**config.mk**
```make
export PLATFORM = sky130hd
export DESIGN_NAME = modular_matrix_multiply_core
export DESIGN_NICKNAME = d
export VERILOG_FILES = /design/src/design/mmm_pkg.sv /design/src/design/mmm_reduce.sv /design/src/design/modular_matrix_multiply_core.sv
export SDC_FILE = /design/constraint.sdc
export NUM_CORES = 2
export LEC_CHECK = 0
export BUFFER_PORTS_ARGS = -buffer_cell sky130_fd_sc_hd__buf_4
export CAP_MARGIN = 30
export CORE_MARGIN = 2
export CORE_UTILIZATION = 45
export CTS_CLUSTER_SIZE = 10
export DETAILED_ROUTE_END_ITERATION = 12
export SLEW_MARGIN = 0
export SYNTH_ARGS = -nofsm -noshare
export SYNTH_HDL_FRONTEND = slang
export SYNTH_SLANG_ARGS = --single-unit
```
**constraint.sdc**
```tcl
create_clock -name clock -period 8.7 [get_ports clock]
set_input_delay 0.87 -clock clock [delete_from_list [all_inputs] [get_ports clock]]
set_output_delay 0.87 -clock clock [all_outputs]
set_load 0.02 [all_outputs]
```
**src/design/mmm_pkg.sv**
```systemverilog
// shared constants and types for the modular matrix multiply core
// no dependencies
`default_nettype none
package mmm_pkg;
   localparam int MAX_DIM    = 8;
   localparam int ELEM_WIDTH = 16;
   localparam int IDX_W      = $clog2(MAX_DIM);
   localparam int ADDR_W     = 2 * IDX_W;
   localparam int DIM_W      = 4;
   localparam int MOD_W      = 16;
   localparam int PROD_W     = 2 * ELEM_WIDTH;

   localparam logic [1:0] CMD_LOAD_A  = 2'd0;
   localparam logic [1:0] CMD_LOAD_B  = 2'd1;
   localparam logic [1:0] CMD_COMPUTE = 2'd2;
   localparam logic [1:0] CMD_UNUSED  = 2'd3;

   localparam logic [1:0] REG_MODULUS = 2'd0;
   localparam logic [1:0] REG_ROWS    = 2'd1;
   localparam logic [1:0] REG_INNER   = 2'd2;
   localparam logic [1:0] REG_COLS    = 2'd3;

   typedef logic signed [ELEM_WIDTH-1:0] elem_type;

   function automatic logic [DIM_W-1:0] clamp_dim(input logic [DIM_W-1:0] d);
      clamp_dim = (d > DIM_W'(MAX_DIM)) ? DIM_W'(MAX_DIM) : d;
   endfunction
endpackage
`default_nettype wire

```
**src/design/mmm_reduce.sv**
```systemverilog
// bit-serial signed remainder unit: residue of a 32-bit signed product mod q
// depends on mmm_pkg
`default_nettype none
module mmm_reduce
   import mmm_pkg::*;
(
   input  wire logic                    clock,
   input  wire logic                    reset,
   input  wire logic                    start,
   input  wire logic signed [PROD_W-1:0] prod,
   input  wire logic [MOD_W-1:0]        modulus,
   output logic                         done,
   output logic [MOD_W-1:0]             residue
);
   localparam int CNT_W = $clog2(PROD_W + 1);

   logic [PROD_W-1:0] mag_ff, mag_in;
   logic [MOD_W:0]    rem_ff, rem_in;
   logic              neg_ff, neg_in;
   logic [CNT_W-1:0]  cnt_ff, cnt_in;
   logic              busy_ff, busy_in;
   logic              done_ff, done_in;
   logic [MOD_W+1:0]  shifted;
   logic [MOD_W+1:0]  diff;
   logic [MOD_W:0]    fixed;

   always_comb begin
      mag_in  = mag_ff;
      rem_in  = rem_ff;
      neg_in  = neg_ff;
      cnt_in  = cnt_ff;
      busy_in = busy_ff;
      done_in = 1'b0;
      shifted = {rem_ff, mag_ff[PROD_W-1]};
      diff    = shifted - {2'b00, modulus};
      if (start) begin
         neg_in  = prod[PROD_W-1];
         mag_in  = prod[PROD_W-1] ? PROD_W'(-prod) : PROD_W'(prod);
         rem_in  = '0;
         cnt_in  = CNT_W'(PROD_W);
         busy_in = 1'b1;
      end else if (busy_ff) begin
         mag_in = {mag_ff[PROD_W-2:0], 1'b0};
         if (!diff[MOD_W+1]) rem_in = diff[MOD_W:0];
         else rem_in = shifted[MOD_W:0];
         cnt_in = cnt_ff - 1'b1;
         if (cnt_ff == CNT_W'(1)) begin
            busy_in = 1'b0;
            done_in = 1'b1;
         end
      end
   end

   always_ff @(posedge clock) begin
      mag_ff <= mag_in;
      rem_ff <= rem_in;
      neg_ff <= neg_in;
      cnt_ff <= cnt_in;
      if (reset) begin
         busy_ff <= 1'b0;
         done_ff <= 1'b0;
      end else begin
         busy_ff <= busy_in;
         done_ff <= done_in;
      end
   end

   assign fixed   = (neg_ff && rem_ff != '0) ? ({1'b0, modulus} - rem_ff) : rem_ff;
   assign residue = fixed[MOD_W-1:0];
   assign done    = done_ff;
endmodule
`default_nettype wire

```
**src/design/modular_matrix_multiply_core.sv**
```systemverilog
// modular matrix multiply core: A and B element stores, sequencer, mod-q accumulate
// depends on mmm_pkg and mmm_reduce
//
// usage:
//   req_ channel carries one word per item: cmd 0 loads A[row][col], cmd 1 loads
//   B[row][col], cmd 2 computes A*B mod q and emits rows_a*cols_b words on rsp_
//   in row-major order, rsp_last marking the final one. cmd 3 is dropped.
//   a load leaves the sequencer idle; the next item is accepted the cycle after.
//   in a compute each term passes through the store read, multiply and start
//   states, then through a 32-step bit-serial remainder unit and its result
//   register; the remainder unit sets the rate.
//   results pass through one output register; when the receiver stalls the
//   sequencer waits with the next entry until that register frees.
//   csr_ port: modulus at 0x0, rows_a 0x4, inner_dim 0x8, cols_b 0xc; write
//   only while idle. reset restores modulus 2 and dimensions 1; the element
//   stores are not cleared and must be loaded before use.
`default_nettype none
module modular_matrix_multiply_core
   import mmm_pkg::*;
(
   input  wire logic        clock,
   input  wire logic        reset,
   input  wire logic        req_valid,
   output logic             req_ready,
   input  wire logic [1:0]  req_cmd,
   input  wire logic [2:0]  req_row,
   input  wire logic [2:0]  req_col,
   input  wire logic signed [15:0] req_value,
   output logic             rsp_valid,
   input  wire logic        rsp_ready,
   output logic [2:0]       rsp_out_row,
   output logic [2:0]       rsp_out_col,
   output logic [15:0]      rsp_residue,
   output logic             rsp_last,
   input  wire logic        csr_psel,
   input  wire logic        csr_penable,
   input  wire logic        csr_pwrite,
   input  wire logic [3:0]  csr_paddr,
   input  wire logic [31:0] csr_pwdata,
   output logic [31:0]      csr_prdata,
   output logic             csr_pready
);
   localparam logic [2:0] ST_IDLE  = 3'd0;
   localparam logic [2:0] ST_READ  = 3'd1;
   localparam logic [2:0] ST_MUL   = 3'd2;
   localparam logic [2:0] ST_RED   = 3'd3;
   localparam logic [2:0] ST_EMIT  = 3'd4;
   localparam logic [2:0] ST_START = 3'd5;

   logic [MOD_W-1:0] modulus_ff;
   logic [DIM_W-1:0] rows_ff, inner_ff, cols_ff;
   logic [1:0]       reg_sel;

   elem_type         mem_a [MAX_DIM*MAX_DIM];
   elem_type         mem_b [MAX_DIM*MAX_DIM];
   elem_type         rd_a_ff, rd_b_ff;

   logic [2:0]       state_ff, state_in;
   logic [IDX_W-1:0] i_ff, i_in, j_ff, j_in, k_ff, k_in;
   logic [MOD_W-1:0] sum_ff, sum_in;
   logic signed [PROD_W-1:0] prod_ff;
   logic             red_start, red_done;
   logic [MOD_W-1:0] red_res;
   logic [MOD_W:0]   acc;
   logic [DIM_W-1:0] n_dim, m_dim, p_dim;
   logic             last_i, last_j, last_k, q_ok;

   logic             out_valid_ff;
   logic [2:0]       out_row_ff, out_col_ff;
   logic [15:0]      out_res_ff;
   logic             out_last_ff;
   logic             out_free;
   logic             load_ok;
   logic             rd_en;

   assign reg_sel    = csr_paddr[3:2];
   assign csr_pready = 1'b1;
   always_comb begin
      unique case (reg_sel)
         REG_MODULUS: csr_prdata = {16'd0, modulus_ff};
         REG_ROWS:    csr_prdata = {28'd0, rows_ff};
         REG_INNER:   csr_prdata = {28'd0, inner_ff};
         REG_COLS:    csr_prdata = {28'd0, cols_ff};
         default:     csr_prdata = '0;
      endcase
   end

   always_ff @(posedge clock) begin
      if (reset) begin
         modulus_ff <= 16'd2;
         rows_ff    <= 4'd1;
         inner_ff   <= 4'd1;
         cols_ff    <= 4'd1;
      end else if (csr_psel && csr_penable && csr_pwrite) begin
         unique case (reg_sel)
            REG_MODULUS: modulus_ff <= csr_pwdata[15:0];
            REG_ROWS:    rows_ff    <= csr_pwdata[3:0];
            REG_INNER:   inner_ff   <= csr_pwdata[3:0];
            REG_COLS:    cols_ff    <= csr_pwdata[3:0];
            default: ;
         endcase
      end
   end

   assign n_dim  = clamp_dim(rows_ff);
   assign m_dim  = clamp_dim(inner_ff);
   assign p_dim  = clamp_dim(cols_ff);
   assign q_ok   = modulus_ff >= 16'd2;
   assign last_i = DIM_W'(i_ff) == n_dim - 1'b1;
   assign last_j = DIM_W'(j_ff) == p_dim - 1'b1;
   assign last_k = DIM_W'(k_ff) == m_dim - 1'b1;

   assign req_ready = state_ff == ST_IDLE;
   assign load_ok   = req_valid && req_ready;
   assign out_free  = !out_valid_ff || rsp_ready;

   // element stores
   always_ff @(posedge clock) begin
      if (load_ok && req_cmd == CMD_LOAD_A) mem_a[{req_row, req_col}] <= req_value;
      if (load_ok && req_cmd == CMD_LOAD_B) mem_b[{req_row, req_col}] <= req_value;
      if (rd_en) begin
         rd_a_ff <= mem_a[{i_ff, k_ff}];
         rd_b_ff <= mem_b[{k_ff, j_ff}];
      end
   end

   assign acc = {1'b0, sum_ff} + {1'b0, red_res};

   always_comb begin
      state_in  = state_ff;
      i_in      = i_ff;
      j_in      = j_ff;
      k_in      = k_ff;
      sum_in    = sum_ff;
      red_start = 1'b0;
      rd_en     = 1'b0;
      unique case (state_ff)
         ST_IDLE: begin
            if (load_ok && req_cmd == CMD_COMPUTE && n_dim != 0 && p_dim != 0) begin
               i_in   = '0;
               j_in   = '0;
               k_in   = '0;
               sum_in = '0;
               state_in = (m_dim != 0 && q_ok) ? ST_READ : ST_EMIT;
            end
         end
         ST_READ: begin
            rd_en    = 1'b1;
            state_in = ST_MUL;
         end
         ST_MUL: begin
            state_in = ST_START;
         end
         ST_START: begin
            red_start = 1'b1;
            state_in  = ST_RED;
         end
         ST_RED: begin
            if (red_done) begin
               sum_in = (acc >= {1'b0, modulus_ff}) ?
                        MOD_W'(acc - {1'b0, modulus_ff}) : MOD_W'(acc);
               if (last_k) state_in = ST_EMIT;
               else begin
                  k_in     = k_ff + 1'b1;
                  state_in = ST_READ;
               end
            end
         end
         ST_EMIT: begin
            if (out_free) begin
               k_in   = '0;
               sum_in = '0;
               if (last_j) begin
                  j_in = '0;
                  i_in = i_ff + 1'b1;
               end else j_in = j_ff + 1'b1;
               if (last_i && last_j) state_in = ST_IDLE;
               else state_in = (m_dim != 0 && q_ok) ? ST_READ : ST_EMIT;
            end
         end
         default: state_in = ST_IDLE;
      endcase
   end

   always_ff @(posedge clock) begin
      prod_ff <= PROD_W'(rd_a_ff * rd_b_ff);
      i_ff    <= i_in;
      j_ff    <= j_in;
      k_ff    <= k_in;
      sum_ff  <= sum_in;
      if (state_ff == ST_EMIT && out_free) begin
         out_row_ff  <= i_ff;
         out_col_ff  <= j_ff;
         out_res_ff  <= sum_ff;
         out_last_ff <= last_i && last_j;
      end
      if (reset) begin
         state_ff     <= ST_IDLE;
         out_valid_ff <= 1'b0;
      end else begin
         state_ff <= state_in;
         if (state_ff == ST_EMIT && out_free) out_valid_ff <= 1'b1;
         else if (rsp_ready) out_valid_ff <= 1'b0;
      end
   end

   mmm_reduce u_reduce (
      .clock   (clock),
      .reset   (reset),
      .start   (red_start),
      .prod    (prod_ff),
      .modulus (modulus_ff),
      .done    (red_done),
      .residue (red_res)
   );

   assign rsp_valid   = out_valid_ff;
   assign rsp_out_row = out_row_ff;
   assign rsp_out_col = out_col_ff;
   assign rsp_residue = out_res_ff;
   assign rsp_last    = out_last_ff;
endmodule
`default_nettype wire

```
Yosys cells after proc, flatten, opt, wreduce, memory -nomap -nowiden:

Memories as Yosys holds them, arrays and structs flattened. A register that Yosys moved wholly into a read port is not among the register bits.
Cells that the tools add are included.

* output and inout bits: 58
* RAM bits: 2048
* bits in registers: 170
* memory bits (read-only): 0
* memories: 2
* latch bits: 0

Memory list
* mem_a: depth 64, bits a word 16, rd ports 1, clocked after Yosys merged registers in 1, write ports 1, line modular_matrix_multiply_core.sv:54 `elem_type mem_a [MAX_DIM*MAX_DIM];`
* mem_b: depth 64, bits a word 16, rd ports 1, clocked after Yosys merged registers in 1, write ports 1, line modular_matrix_multiply_core.sv:55 `elem_type mem_b [MAX_DIM*MAX_DIM];`

* shifts and indexed selects: 0
* mux-type cells: 44
* multiply operators: 1
* magnitude comparators: 5
* reductions and logical operators: 35
* equal/unequal tests: 19
* add/sub/neg operators: 12
* divide/modulo/power cells: 0
* bitwise operators: 1

Operators by type and width (count)
* 32-bit case mux with 4 select lines: 1
* 32-bit 2-to-1 mux: 3
* 16-bit 2-to-1 mux: 5
* 16-bit case mux with 3 select lines: 1
* 3-bit 2-to-1 mux: 14
* 16-bit by 16-bit multiplier with 32-bit output: 1
* 32-bit negator: 1
* 16-bit subtractor: 2
* 3-bit case mux with 6 select lines: 1
* 18-bit by 16-bit subtractor with 18-bit output: 1
* 16-bit by 16-bit adder with 17-bit output: 1
* 17-bit by 16-bit greater-or-equal comparator with 1-bit output: 1
* 17-bit 2-to-1 mux: 1
* 17-bit nonzero test: 1
* 16-bit by 2-bit greater-or-equal comparator with 1-bit output (second input constant): 1
* 3-bit by 4-bit == test with 1-bit output: 3
* 4-bit > comparator (second input constant): 3
* 1-bit logical AND: 12
* 1-bit 2-to-1 mux: 12
* 4-bit 2-to-1 mux: 3
* 3-bit case mux with 2 select lines: 2
* 4-bit nonzero test: 3
* 4-bit by 1-bit subtractor with 4-bit output (second input constant): 3
* 3-bit by 1-bit adder with 3-bit output (second input constant): 3
* other kinds (22): 38

Depth between registers and ports, before layout:

* depth in word-level cells: 8
* gate-level depth with buffers: 29
* gate-level depth less buffers: 28

Modules after synthesis:

From an unflattened synthesis, not the netlist that was laid out.

* cells, all modules: 5345
* area total of the unflattened synthesis: 99666.8 sq um

Modules (own cells, without submodules)
* modular_matrix_multiply_core: cells an instance 4767, times used 1, area an instance 94773.4 sq um
* mmm_reduce: cells an instance 578, times used 1, area an instance 4893.4 sq um

Worst setup path after synthesis:

Ideal clock, no wire load.

* path type: register to register
* start: reg rd_a_ff[15], read port of mem_a
* end: reg prod_ff[30]
* path buffers: 1
* clock period less this slack: 6.104 ns
* stages on the path, launching flop included: 22
* data required time: 8.636 ns
* setup time: 0.064 ns
* slack: 2.596 ns
* arrival time: 6.040 ns
* cells stage by stage: edfxtp_1 -> clkbuf_1 -> nand2_1 -> inv_1 -> fa_1 -> fa_1 -> fa_1 -> fa_1 -> fa_1 -> inv_1 -> fa_1 -> inv_1 -> ha_1 -> nand2_1 -> and2b_1 -> nand2_1 -> a311oi_1 -> nor2_1 -> o21a_1 -> o21a_1 -> or4b_1 -> nand4_1

* word-level cells in the longest chain between the ends: 1

Ends and longest elaborated chain
* start, declared: line modular_matrix_multiply_core.sv:56 `elem_type rd_a_ff, rd_b_ff;`
* 16-bit by 16-bit multiplier with 32-bit output: line modular_matrix_multiply_core.sv:186 `prod_ff <= PROD_W'(rd_a_ff * rd_b_ff);`
* end signal, assigned: line modular_matrix_multiply_core.sv:186
* end, declared: line modular_matrix_multiply_core.sv:61 `logic signed [PROD_W-1:0] prod_ff;`

Every way passes these cells.
A chain may end at the register's enable or synchronous reset.

Worst setup path in the final report:

* start: reg rd_b_ff[7], read port of mem_b
* end: reg prod_ff[30]

* word-level cells in the longest chain between the ends: 1

Ends and longest elaborated chain (line)
* start, declared: modular_matrix_multiply_core.sv:56
* 16-bit by 16-bit multiplier with 32-bit output: modular_matrix_multiply_core.sv:186

Every way passes these cells.

==> impl_metrics.env <==
export IMPL_cp_start_kind="register"
export IMPL_vias_per_cell=5.77
export IMPL_dr_first_iter_drc_count=4569
export IMPL_dp_hpwl_mm=142
export IMPL_syn2layout_area_growth_pct=12.7
export IMPL_antenna_found_initial=25
export IMPL_synthTopCellsByArea="edfxtp_1 65%, mux4_2 15%, fa_1 5.4%"
export IMPL_drc=0
export IMPL_synth_seq_cells=2250
export IMPL_boundaryPins=125
export IMPL_yosys_area_top_type="edfxtp_1"
export IMPL_synth_edf_count=2161
export IMPL_path_max_fanout=16
export IMPL_hp_class="in -> reg"
export IMPL_grt_max_degree=128
export IMPL_io_buffer_count=89
export IMPL_place_ws_ps=1900
export IMPL_cts_hold_buffers_added=0
export IMPL_finalPower_mw=47.4
export IMPL_crit_required_ps=9510
export IMPL_post_cts_repair_setup_buffers=0
export IMPL_wl_met1_mm=101
export IMPL_wl_met3_mm=14.6
export IMPL_fp_dieH_um=474
export IMPL_first_pass_iters=5
export IMPL_die_x_um=474
export IMPL_grt_pass1_wl_mm=345
export IMPL_setup_tns_ps=0
export IMPL_fin_ws_ps=1910
export IMPL_p_leak_nw=37.5
export IMPL_fin_crit_sh_pct=78.0
export IMPL_ys_seq_area_share_pct=67.2
export IMPL_grt_pass1_vias=50900
export IMPL_netlist_top_cells_count="2,161 x edfxtp_1, 676 x mux4_2, 333 x inv_1"
export IMPL_peakVddDrop_mv=1.09
export IMPL_end_kind="register"
export IMPL_worst_pin_slew_ps=982
export IMPL_drv_slew=0
export IMPL_num_nets_final=6092
export IMPL_syn_area_um2=99200
export IMPL_worst_ep_arrival_time_ps=7600
export IMPL_drive_above_1_share_pct=23.8
export IMPL_cap_violations=0
export IMPL_antenna_left=0
export IMPL_cts_tree="yes"
export IMPL_async_reset_ff_share_pct=0
export IMPL_hold_violations=0
export IMPL_die_area_um2=224000
export IMPL_htreeDepth=5
export IMPL_avgSynthCellArea_um2=18.8
export IMPL_cts_repair_resize_count=0
export IMPL_synth_most_common_cell="edfxtp_1"
export IMPL_synthFlopType="edfxtp_1"
export IMPL_cts_sinks=2250
export IMPL_maxSlewHeadroom_pct=34.5
export IMPL_powerDensity_nw_per_um2=424
export IMPL_gr_total_overflow=0
export IMPL_rsz0062_at_grt="false"
export IMPL_clk_latency_ps=940
export IMPL_nFillCells=17400
export IMPL_cts_clk_slew_worst_paths_ps=50
export IMPL_synth_warnings=0
export IMPL_highest_layer="met5"
export IMPL_clock_skew_ps=71.5
export IMPL_synth_top_area_share_pct=65.4
export IMPL_postSynthCellCount=5270
export IMPL_design_core_area_um2=220000
export IMPL_wirelength_mm=234
export IMPL_worstSetupPathType="reg -> reg"
export IMPL_finalSetupViolations=0
export IMPL_grt_usage_pct=21.1
export IMPL_initial_utilization_pct=45.2
export IMPL_clk_path_buf_depth=4
export IMPL_met2_length_mm=113
export IMPL_status="completed"
export IMPL_avgRoutedWirePerCell_um=27.4
export IMPL_gp_congestion=0.810
export IMPL_ys_types=87
export IMPL_vias=49300
export IMPL_row_count=172
export IMPL_cts_buffers=280
export IMPL_timing_fmax_ghz=0.147
export IMPL_root_buffer="clkbuf_16"
export IMPL_finalCriticalPeriod_ps=6790
[report_power, final]
part	total (mW)	leakage, nW	switching (mW)	internal, mW
registers	12.8	20.2	0.300	12.5
clock network	9.92	3.67	4.03	5.89
logic	24.7	13.6	13.6	11.2
[cell type report]
class | instances | area, um^2 | share of cell area, %
Sequential cell | 2250 | 66700 | 59.6
Multi-Input combinational cell | 2443 | 30300 | 27.1
Clock buffer | 316 | 7320 | 6.55
Tap cell | 2871 | 3590 | 3.21
Timing Repair Buffer | 295 | 2530 | 2.26
Inverter | 334 | 1250 | 1.12
Clock inverter | 21 | 156 | 0.140
Antenna cell | 8 | 20.0 | 0.0179
[metal layers]
layer	GRT usage [%]	vias to the layer above
li1	-	21100
met1	29.9	26300
met2	34.0	1543
met3	3.71	332
met4	5.12	6
met5	0	-
[path summary, 6_finish.rpt]
path                             from                    endpoint  slack, ps  cells past startpoint
max              rd_b_ff[7]$_DFFE_PP_         prod_ff[30]$_DFF_P_       1910                     22
min reg2reg  sum_ff[12]$_SDFFCE_PN0P_   rsp_residue[12]$_DFFE_PP_        460                      0
max reg2reg      rd_b_ff[7]$_DFFE_PP_         prod_ff[30]$_DFF_P_       1910                     22
min                     csr_pwdata[7]  modulus_ff[7]$_SDFFE_PP0P_        230                      3
[metrics by stage]
step / hold WS [ps] / instance area (um^2) / instances / util [%]
after floorplan: 424 / 99300 / 5285 / -
after global placement: 450 / 104000 / 8167 / 47.3
after detailed placement: 448 / 104000 / 8188 / 47.5
after CTS: 159 / 112000 / 8525 / 50.9
after global routing: 195 / 112000 / 8534 / 50.9
final: 234 / 112000 / 8538 / 51.0
[placed cells by master (no fill, tap or decap), types with 15 or more instances in the layout]
cell / n
a21o_1: 21
xnor2_1: 64
mux2i_1: 38
clkbuf_16: 288
nand3_1: 28
clkbuf_1: 27
dfxtp_1: 89
nor2b_1: 19
nand2_1: 258
conb_1: 17
edfxtp_1: 2161
nor3_1: 31
nor2_2: 39
o21ai_0: 94
mux4_2: 676
ha_1: 155
o21a_1: 27
xor2_1: 60
o31ai_1: 15
nor2_1: 210
buf_4: 272
inv_1: 333
fa_1: 266
nand2b_1: 26
and2_1: 131
a21oi_1: 84
[sequential cells by signal, indices dropped and copies added, names as in the netlist, 3 cells and up]
signal and count:
rows_ff 4, state_ff 3, mem_b 1024, rsp_residue 16, modulus_ff 16, k_ff 3
j_ff 3, u_reduce.cnt_ff 6, prod_ff 32, i_ff 3, inner_ff 4, rd_b_ff 16
rsp_out_row 3, rd_a_ff 16, u_reduce.rem_ff 17, mem_a 1024, sum_ff 16, cols_ff 4
u_reduce.mag_ff 32, rsp_out_col 3
[critical path, cell delays in order, from the launching register on]
cell and delay, ps:
edfxtp_1 830, nand2_1 180, fa_1 580, inv_1 60, fa_1 500, inv_1 60
fa_1 550, inv_1 50, fa_1 410, fa_1 520, inv_1 50, fa_1 470
inv_1 40, ha_1 340, and3_1 240, and2b_1 190, nand2_1 80, a311oi_1 300
nor2_1 140, o21a_1 250, o21a_1 260, or4b_1 520, nand4_1 80
[cells by family (layout without fill, tap and decap cells)]
kind of cell / count (synthesis) / after routing / synth area share, %
and+or+nand+nor: 826 / 826 / 3.93
muxes: 714 / 714 / 15.7
xor gates and xnor gates: 125 / 125 / 1.12
buffers and inverters: 592 / 966 / 2.44
DFF: 2250 / 2250 / 67.2
adders and majority gates: 421 / 421 / 7.32
AOI/OAI and AO/OA: 340 / 340 / 2.24
other: 2 / 25 / 0.00757
Note: power is estimated with default switching activity, not from simulation.
